File: src/rtl/core/swbt_pkg.sv
package swbt_pkg;

	// Field widths fixed by the register and result formats
	localparam int unsigned CFG_W   = 9;
	localparam int unsigned COUNT_W = 9;
	localparam int unsigned STATE_W = 2;
	localparam int unsigned INDEX_W = 1;

	// Register indexes on the configuration port
	localparam logic [INDEX_W-1:0] REG_WINDOW_LENGTH = 1'b0;
	localparam logic [INDEX_W-1:0] REG_SET_THRESHOLD = 1'b1;

	// Reset values of the registers
	localparam logic [CFG_W-1:0] WINDOW_LENGTH_RST = 9'd256;
	localparam logic [CFG_W-1:0] SET_THRESHOLD_RST = 9'd128;

	typedef enum logic [STATE_W-1:0] {
		ST_NOT_FILLED = 2'd0,
		ST_BELOW      = 2'd1,
		ST_ABOVE      = 2'd2
	} win_state_t;

	// Fill status of the window around one request
	typedef struct packed {
		logic full_before;
		logic full_after;
	} win_flags_t;

endpackage

File: src/rtl/core/swbt_in_if.sv
interface swbt_in_if;
	logic valid;
	logic ready;
	logic bit_in;

	modport source (output valid, output bit_in, input ready);
	modport sink (input valid, input bit_in, output ready);
endinterface

File: src/rtl/core/swbt_out_if.sv
interface swbt_out_if;
	logic                           valid;
	logic                           ready;
	logic [swbt_pkg::STATE_W-1:0]   from_state;
	logic [swbt_pkg::STATE_W-1:0]   to_state;
	logic [swbt_pkg::COUNT_W-1:0]   ones_in_window;

	modport source (output valid, output from_state, output to_state, output ones_in_window,
		input ready);
	modport sink (input valid, input from_state, input to_state, input ones_in_window,
		output ready);
endinterface

File: src/rtl/core/sliding_window_bit_threshold.sv
// Channel   Role    Payload
// in_ch     sink    bit_in
// out_ch    source  from_state, to_state, ones_in_window
// cfg       write   cfg_we, cfg_index, cfg_data (0 window_length, 1 set_threshold)
//
// One request per cycle while out_ch.ready holds; out_ch.valid rises as stage 1 advances.
// Accept cycle: ring read of the oldest bit and write of the new bit at one slot.
// Stage 1: count update and threshold compare, then the output register.
// Reset clears pointer, fill count, count, state and valid flags; the ring is not cleared.
// A stalled output holds stage 1, and in_ch.ready drops only when both are full.
module sliding_window_bit_threshold #(
	parameter int unsigned WINDOW_MAX = 256
) (
	input  logic                           clk,
	input  logic                           arst_n,
	swbt_in_if.sink                        in_ch,
	swbt_out_if.source                     out_ch,
	input  logic                           cfg_we,
	input  logic [swbt_pkg::INDEX_W-1:0]   cfg_index,
	input  logic [swbt_pkg::CFG_W-1:0]     cfg_data
);

	localparam int unsigned AW = (WINDOW_MAX > 1) ? $clog2(WINDOW_MAX) : 1;
	// Common width for comparing the 9-bit length against the window size
	localparam int unsigned LW = (AW + 1 > swbt_pkg::CFG_W) ? AW + 1 : swbt_pkg::CFG_W;
	localparam logic [LW-1:0] WMAX_L = LW'(WINDOW_MAX);

	// Configuration registers
	logic [swbt_pkg::CFG_W-1:0] wlen_q;
	logic [swbt_pkg::CFG_W-1:0] thr_q;
	logic                       restart;

	// Effective window length: zero reads as one, large values clip to the ring size
	logic [swbt_pkg::CFG_W-1:0] len;

	// Handshake
	logic accept;
	logic advance;
	logic s1_v_q;
	logic out_v_q;

	// Stage 1 payload
	logic                   bit_s1;
	logic                   old_bit_s1;
	swbt_pkg::win_flags_t   flags_s1;

	// Accept-cycle signals from the pointer tracker
	logic [AW-1:0]          ptr;
	swbt_pkg::win_flags_t   flags;

	// Stage 1 results
	swbt_pkg::win_state_t           from_state;
	swbt_pkg::win_state_t           to_state;
	logic [swbt_pkg::COUNT_W-1:0]   ones;

	// Output register
	logic [swbt_pkg::STATE_W-1:0]   from_q;
	logic [swbt_pkg::STATE_W-1:0]   to_q;
	logic [swbt_pkg::COUNT_W-1:0]   ones_q;

	always_comb begin
		if (wlen_q == '0)
			len = swbt_pkg::CFG_W'(1);
		else if (LW'(wlen_q) > WMAX_L)
			len = WMAX_L[swbt_pkg::CFG_W-1:0];
		else
			len = wlen_q;
	end

	// Only a window_length write restarts the window
	assign restart = cfg_we && (cfg_index == swbt_pkg::REG_WINDOW_LENGTH);

	always_ff @(posedge clk or negedge arst_n) begin
		if (!arst_n) begin
			wlen_q <= swbt_pkg::WINDOW_LENGTH_RST;
			thr_q  <= swbt_pkg::SET_THRESHOLD_RST;
		end else if (cfg_we) begin
			case (cfg_index)
				swbt_pkg::REG_WINDOW_LENGTH: wlen_q <= cfg_data;
				swbt_pkg::REG_SET_THRESHOLD: thr_q  <= cfg_data;
				default: ;
			endcase
		end
	end

	// Stage 1 moves on when the output register is empty or being drained
	assign advance     = s1_v_q && (!out_v_q || out_ch.ready);
	assign in_ch.ready = !s1_v_q || advance;
	assign accept      = in_ch.valid && in_ch.ready;

	always_ff @(posedge clk or negedge arst_n) begin
		if (!arst_n) begin
			s1_v_q  <= 1'b0;
			out_v_q <= 1'b0;
		end else begin
			if (accept)
				s1_v_q <= 1'b1;
			else if (advance)
				s1_v_q <= 1'b0;
			if (advance)
				out_v_q <= 1'b1;
			else if (out_ch.ready)
				out_v_q <= 1'b0;
		end
	end

	always_ff @(posedge clk) begin
		if (accept) begin
			bit_s1   <= in_ch.bit_in;
			flags_s1 <= flags;
		end
		if (advance) begin
			from_q <= from_state;
			to_q   <= to_state;
			ones_q <= ones;
		end
	end

	swbt_ctrl #(.AW(AW)) u_ctrl (
		.clk     (clk),
		.arst_n  (arst_n),
		.accept  (accept),
		.restart (restart),
		.len     (len),
		.ptr     (ptr),
		.flags   (flags)
	);

	swbt_ring #(.DEPTH(WINDOW_MAX), .AW(AW)) u_ring (
		.clk      (clk),
		.en       (accept),
		.addr     (ptr),
		.wdata    (in_ch.bit_in),
		.rdata_s1 (old_bit_s1)
	);

	swbt_count u_count (
		.clk        (clk),
		.arst_n     (arst_n),
		.restart    (restart),
		.advance    (advance),
		.bit_s1     (bit_s1),
		.old_bit_s1 (old_bit_s1),
		.flags_s1   (flags_s1),
		.len        (len),
		.thr        (thr_q),
		.from_state (from_state),
		.to_state   (to_state),
		.ones       (ones)
	);

	assign out_ch.valid          = out_v_q;
	assign out_ch.from_state     = from_q;
	assign out_ch.to_state       = to_q;
	assign out_ch.ones_in_window = ones_q;

	// Count never exceeds the window length
	a_ones_le_len: assert property (@(posedge clk) disable iff (!arst_n)
		advance |-> ones <= len)
		else $error("set-bit count above window length");

	// Above means the count reached the threshold
	a_above_thr: assert property (@(posedge clk) disable iff (!arst_n)
		advance && (to_state == swbt_pkg::ST_ABOVE) |-> ones >= thr_q)
		else $error("above state with count under threshold");

	// A filled window stays filled until restart
	a_stay_filled: assert property (@(posedge clk) disable iff (!arst_n)
		advance && (from_state != swbt_pkg::ST_NOT_FILLED)
			|-> to_state != swbt_pkg::ST_NOT_FILLED)
		else $error("window dropped back to not filled");

	// A request in stage 1 is never overwritten before it moves on
	a_no_overrun: assert property (@(posedge clk) disable iff (!arst_n)
		s1_v_q && !advance |-> !accept)
		else $error("stage 1 overwritten while held");

endmodule

File: src/rtl/core/swbt_ring.sv
// Bit ring: one read and one write at the same slot per request.
// Read returns the bit held before this write.
module swbt_ring #(
	parameter int unsigned DEPTH = 256,
	parameter int unsigned AW    = 8
) (
	input  logic          clk,
	input  logic          en,
	input  logic [AW-1:0] addr,
	input  logic          wdata,
	output logic          rdata_s1
);

	logic mem [DEPTH];

	always_ff @(posedge clk) begin
		if (en) begin
			rdata_s1   <= mem[addr];
			mem[addr]  <= wdata;
		end
	end

endmodule

File: src/rtl/core/swbt_ctrl.sv
// Write pointer and fill count, advanced at each accepted request.
module swbt_ctrl #(
	parameter int unsigned AW = 8
) (
	input  logic                          clk,
	input  logic                          arst_n,
	input  logic                          accept,
	input  logic                          restart,
	input  logic [swbt_pkg::CFG_W-1:0]    len,
	output logic [AW-1:0]                 ptr,
	output swbt_pkg::win_flags_t          flags
);

	localparam int unsigned LW = (AW + 1 > swbt_pkg::CFG_W) ? AW + 1 : swbt_pkg::CFG_W;

	logic [AW-1:0]                ptr_q;
	logic [swbt_pkg::CFG_W-1:0]   fill_q;
	logic [swbt_pkg::CFG_W-1:0]   fill_next;
	logic [LW-1:0]                len_l;
	logic [LW-1:0]                ptr_inc;
	logic [AW-1:0]                ptr_next;

	assign len_l = LW'(len);

	always_comb begin
		ptr = (LW'(ptr_q) >= len_l) ? '0 : ptr_q;
		flags.full_before = (fill_q >= len);
		fill_next = flags.full_before ? fill_q : fill_q + 1'b1;
		flags.full_after = (fill_next >= len);
		ptr_inc = LW'(ptr) + 1'b1;
		ptr_next = (ptr_inc >= len_l) ? '0 : ptr_inc[AW-1:0];
	end

	always_ff @(posedge clk or negedge arst_n) begin
		if (!arst_n) begin
			ptr_q  <= '0;
			fill_q <= '0;
		end else if (restart) begin
			ptr_q  <= '0;
			fill_q <= '0;
		end else if (accept) begin
			ptr_q  <= ptr_next;
			fill_q <= fill_next;
		end
	end

endmodule

File: src/rtl/core/swbt_count.sv
// Running set-bit count and threshold state, updated as a request leaves stage 1.
module swbt_count (
	input  logic                          clk,
	input  logic                          arst_n,
	input  logic                          restart,
	input  logic                          advance,
	input  logic                          bit_s1,
	input  logic                          old_bit_s1,
	input  swbt_pkg::win_flags_t          flags_s1,
	input  logic [swbt_pkg::CFG_W-1:0]    len,
	input  logic [swbt_pkg::CFG_W-1:0]    thr,
	output swbt_pkg::win_state_t          from_state,
	output swbt_pkg::win_state_t          to_state,
	output logic [swbt_pkg::COUNT_W-1:0]  ones
);

	logic [swbt_pkg::COUNT_W-1:0] ones_q;
	swbt_pkg::win_state_t         state_q;
	logic                         drop;
	logic [swbt_pkg::COUNT_W:0]   cnt;

	always_comb begin
		drop = flags_s1.full_before && old_bit_s1 && (ones_q != '0);
		cnt  = {1'b0, ones_q} - {{swbt_pkg::COUNT_W{1'b0}}, drop}
			+ {{swbt_pkg::COUNT_W{1'b0}}, bit_s1};
		ones = (cnt > {1'b0, len}) ? len : cnt[swbt_pkg::COUNT_W-1:0];
		if (!flags_s1.full_after)
			to_state = swbt_pkg::ST_NOT_FILLED;
		else if (ones < thr)
			to_state = swbt_pkg::ST_BELOW;
		else
			to_state = swbt_pkg::ST_ABOVE;
		from_state = state_q;
	end

	always_ff @(posedge clk or negedge arst_n) begin
		if (!arst_n) begin
			ones_q  <= '0;
			state_q <= swbt_pkg::ST_NOT_FILLED;
		end else if (restart) begin
			ones_q  <= '0;
			state_q <= swbt_pkg::ST_NOT_FILLED;
		end else if (advance) begin
			ones_q  <= ones;
			state_q <= to_state;
		end
	end

endmodule
File: src/flat_wrapper.sv
// flat-port wrapper written by rule: the top's interface ports become plain ports
module sliding_window_bit_threshold_flat 
#(
	parameter int unsigned WINDOW_MAX = 256
)
  (clk, arst_n, cfg_we, cfg_index, cfg_data, in_ch_valid, in_ch_bit_in, in_ch_ready, out_ch_valid, out_ch_from_state, out_ch_to_state, out_ch_ones_in_window, out_ch_ready);
  swbt_in_if in_ch_i ();
  swbt_out_if out_ch_i ();
  input  logic clk;
  input  logic arst_n;
  input  logic cfg_we;
  input  logic [swbt_pkg::INDEX_W-1:0] cfg_index;
  input  logic [swbt_pkg::CFG_W-1:0] cfg_data;
  input wire logic [$bits(in_ch_i.valid)-1:0] in_ch_valid;
  input wire logic [$bits(in_ch_i.bit_in)-1:0] in_ch_bit_in;
  output wire logic [$bits(in_ch_i.ready)-1:0] in_ch_ready;
  output wire logic [$bits(out_ch_i.valid)-1:0] out_ch_valid;
  output wire logic [$bits(out_ch_i.from_state)-1:0] out_ch_from_state;
  output wire logic [$bits(out_ch_i.to_state)-1:0] out_ch_to_state;
  output wire logic [$bits(out_ch_i.ones_in_window)-1:0] out_ch_ones_in_window;
  input wire logic [$bits(out_ch_i.ready)-1:0] out_ch_ready;
  assign in_ch_i.valid = in_ch_valid;
  assign in_ch_i.bit_in = in_ch_bit_in;
  assign in_ch_ready = in_ch_i.ready;
  assign out_ch_valid = out_ch_i.valid;
  assign out_ch_from_state = out_ch_i.from_state;
  assign out_ch_to_state = out_ch_i.to_state;
  assign out_ch_ones_in_window = out_ch_i.ones_in_window;
  assign out_ch_i.ready = out_ch_ready;
  sliding_window_bit_threshold #(.WINDOW_MAX(WINDOW_MAX)) u_core (.clk(clk), .arst_n(arst_n), .in_ch(in_ch_i), .out_ch(out_ch_i), .cfg_we(cfg_we), .cfg_index(cfg_index), .cfg_data(cfg_data));
endmodule
File: config.mk
export PLATFORM = sky130hd
export DESIGN_NAME = sliding_window_bit_threshold_flat
export DESIGN_NICKNAME = d
export VERILOG_FILES = /design/src/rtl/core/swbt_pkg.sv /design/src/rtl/core/swbt_in_if.sv /design/src/rtl/core/swbt_out_if.sv /design/src/rtl/core/sliding_window_bit_threshold.sv /design/src/rtl/core/swbt_ring.sv /design/src/rtl/core/swbt_ctrl.sv /design/src/rtl/core/swbt_count.sv /design/src/flat_wrapper.sv
export SDC_FILE = /design/constraint.sdc
export NUM_CORES = 1
export LEC_CHECK = 0
export ABC_AREA = 1
export BUFFER_PORTS_ARGS = -buffer_cell sky130_fd_sc_hd__buf_2
export CAP_MARGIN = 40
export CORE_UTILIZATION = 53
export DETAILED_ROUTE_END_ITERATION = 16
export GPL_ROUTABILITY_DRIVEN = 0
export PLACE_DENSITY = 0.66
export SLEW_MARGIN = 20
export SYNTH_ARGS = -nofsm -noshare
export SYNTH_HDL_FRONTEND = slang
export SYNTH_SLANG_ARGS = --single-unit
File: constraint.sdc
create_clock -name clk -period 13.88 [get_ports clk]
set_clock_uncertainty 0.05 [all_clocks]
set_input_delay 0.694 -clock clk [delete_from_list [all_inputs] [get_ports clk]]
set_output_delay 0.694 -clock clk [all_outputs]
set_load 0.03 [all_outputs]
==> impl_metrics.json <==
{
  "io_buffer_count": 30,
  "syn_to_final_growth_pct": 9.68,
  "yosysWarnings": 0,
  "via_per_inst": 5.58,
  "finalMaxSlewViolations": 0,
  "min_period_ns": 6.64,
  "min_path_type": "in2async",
  "final_core_util": 0.589,
  "clockPowerShare": 0.271,
  "route.detailed.drc": 0,
  "numCtsBuffers": 36,
  "drv_cap": 0,
  "rr_worst_depth": 28,
  "postSynth.asyncResetShare": 0.150,
  "yosysTopAreaCell": "edfxtp_1",
  "root_buffer": "clkbuf_16",
  "power_switching_share": 0.382,
  "synthCells": 1905,
  "finalCritPeriodShare": 0.478,
  "critPathCapture": "u_core.u_ctrl.ptr_q[7]",
  "ys.flop_type": "edfxtp_1",
  "post-place-ws_ns": 7.41,
  "drt_iter0_markers": 1344,
  "wl_per_cell_um": 18.7,
  "hold_violations": 0,
  "worstSetupEndpointType": "flip-flop",
  "mappedNetlistArea_mm2": 0.0169,
  "critPathSlowestCell": "nand3_4",
  "setup_ws_ns": 7.24,
  "vias": 13000,
  "worst_ep_arrival_time_ns": 6.94,
  "die_h_um": 181,
  "die_area_mm2": 0.0326,
  "synthDistinctLibCells": 44,
  "ios": 31,
  "p_sw_mw": 1.26,
  "p_leak_nw": 7.74,
  "cp.required_ns": 14.18,
  "htree_levels": 2,
  "maxSlewHeadroom": 0.384,
  "rsz0062_at_grt": "false",
  "powerDensity_mw_per_mm2": 177,
  "peakVddDrop_mv": 0.0858,
  "tritoncts": "built",
  "post-cts-setup-buffer-count": 0,
  "antenna_found_initial": 0,
  "multi_input_area_mm2": 0.00616,
  "critPathKind": "reg2reg",
  "synth-edff-count": 273,
  "tns_ns": 0,
  "power_frac_comb": 0.377,
  "fillers": 2777,
  "cts_sinks": 321,
  "syn_nets": 1992,
  "grt_max_degree": 137,
  "path_max_fanout": 55,
  "cts-resized-gates": 0,
  "firstDrtPassIters": 8,
  "nNetsFinal": 1991,
  "r2r_setup_slack_ns": 7.24,
  "ys_seq_elements": 321,
  "wirelength_um": 43600,
  "hold_buffers": 0,
  "ant_nets": 0,
  "drive_above_1_share": 0.0737,
  "clockBufferDepth": 3,
  "fmax_mhz": 151,
  "setup_viol_count_final": 0,
  "syn_avg_cell_area_um2": 8.88,
  "placed_area_mm2": 0.0174,
  "fin_area_mm2": 0.0186,
  "chipWidth_um": 181,
  "grt_use_total": 0.271,
  "yosysTopAreaCellShare": 0.485,
  "dp_hpwl_um": 26600,
  "grt_pass1_wl_um": 68500,
  "reg2reg_from": "u_core.wlen_q[4]",
  "initial_core_util": 0.537,
  "status": "complete, no violations",
  "seqPwrFrac": 0.353,
  "p_total_mw": 3.29,
  "yosysSeqAreaShare": 0.556,
  "clk_pin_slew_worst_paths_ns": 0.06,
  "rows": 65,
  "p_int_mw": 2.03,
  "netlist_top_cells_area": "edfxtp_1 48%, nor2_1 9.6%, nand2_1 7.7%",
  "grt_overflow": 0,
  "tightest_slew_ns": 0.920,
  "n_antenna_cell": 0,
  "timing.rr.end": "u_core.u_ctrl.ptr_q[7]",
  "clk_latency_ns": 0.52,
  "crit_start": "u_core.wlen_q[4]",
  "regArea_mm2": 0.00941,
  "core-area_mm2": 0.0315,
  "crit_path_start_kind": "flip-flop",
  "grt_pass1_vias": 12500,
  "slowest_delay_ns": 0.71,
  "crit_top_cell": "nand2_1"
}
[flip-flops by register name (all words and copies together), names as in the netlist]
name / flops
u_core.bit_s1: 1
u_core.flags_s1: 2
u_core.out_ch.from_state: 2
u_core.out_ch.ones_in_window: 9
u_core.out_ch.to_state: 2
u_core.out_ch.valid: 1
u_core.s1_v_q: 1
u_core.thr_q: 9
u_core.u_count.from_state: 2
u_core.u_count.ones_q: 9
u_core.u_ctrl.fill_q: 9
u_core.u_ctrl.ptr_q: 8
u_core.u_ring.mem: 256
u_core.u_ring.rdata_s1: 1
u_core.wlen_q: 9
[cell usage after synthesis (19+ instances only)]
| library cell | count |
|---|---|
| inv_1 | 233 |
| nor2_1 | 431 |
| nand2_1 | 349 |
| edfxtp_1 | 273 |
| o21ai_1 | 42 |
| buf_2 | 30 |
| dfrtp_1 | 46 |
| nand4_1 | 57 |
| nor3_1 | 19 |
| o21ai_0 | 74 |
| clkbuf_1 | 50 |
| a21oi_1 | 34 |
| nand3_1 | 86 |
| ha_1 | 70 |
[layout by cell type (no fill, tap or decap), types with 19 or more instances in the layout]
cell	Yosys	routed
nor2_1	431	429
nand4_1	57	57
edfxtp_1	273	273
buf_2	30	29
o21ai_0	74	74
nand3_1	86	85
nand2_1	349	349
dfrtp_1	46	45
a21oi_1	34	34
o21ai_1	42	42
nor3_1	19	19
inv_1	233	233
clkbuf_16	0	37
ha_1	70	70
[power by group through the flow]
stage / clock network [mW] / logic [mW] / registers (mW)
detailed placement: 0 / 1.22 / 1.18
finish: 0.891 / 1.24 / 1.16
global placement: 0 / 1.18 / 1.18
global route: 0.936 / 1.40 / 1.17
CTS: 0.899 / 1.23 / 1.16
floorplan: 0 / 0.887 / 1.19
[critical path, delay by kind of cell, from the launching register on]
family | cells | cell delay (ns)
DFF | 1 | 0.39
xor gates and xnor gates | 1 | 0.25
and+or+nand+nor | 16 | 2.93
buffers and inverters | 4 | 0.92
AOI/OAI and AO/OA | 4 | 0.93
adders and majority gates | 3 | 1.00
[worst min path at each step]
stage	start	end	slack (ns)	cells past startpoint
after global placement	u_core.u_count.from_state[0]	u_core.out_ch.from_state[0]	0.39	0
after floorplan	arst_n	u_core.out_ch.valid	0.35	0
after global routing	arst_n	u_core.u_count.from_state[0]	0.29	2
after detailed placement	u_core.u_count.from_state[1]	u_core.out_ch.from_state[1]	0.39	0
after CTS	arst_n	u_core.u_ctrl.fill_q[7]	0.26	2
final	arst_n	u_core.u_count.from_state[0]	0.22	2
[stage by stage]
step	instances	hold slack [ns]
finish	2330	0.223
global route	2330	0.285
detailed placement	2265	0.395
CTS	2327	0.262
floorplan	1905	0.348
global placement	2253	0.392
[area by class of cell]
type | instances | share of cell area
inverters | 242 | 0.0490
repair buffers | 56 | 0.0271
clock inverters | 10 | 0.00391
well taps | 402 | 0.0271
flip-flops and latches | 321 | 0.507
clock buffers | 52 | 0.0540
multi-input cells | 1247 | 0.332
[cells by family (layout without fill, tap and decap cells)]
family                     after synthesis  count (layout)  share of synthesized area
AOI/OAI and AO/OA                      189             189                     0.0610
xor gates and xnor gates                18              18                    0.00932
adders and majority gates               71              71                     0.0530
buffers and inverters                  337             360                     0.0808
DFF                                    321             321                      0.556
and+or+nand+nor                        969             969                      0.240
[per-layer routing]
layer,vias to the layer above,global-route usage,share of wire
li1,6233,-,-
met1,6209,0.371,0.43
met2,453,0.440,0.47
met3,108,0.0380,0.068
met4,0,0.0974,0.037
met5,-,0,0
Note: power is estimated with default switching activity, not from simulation.
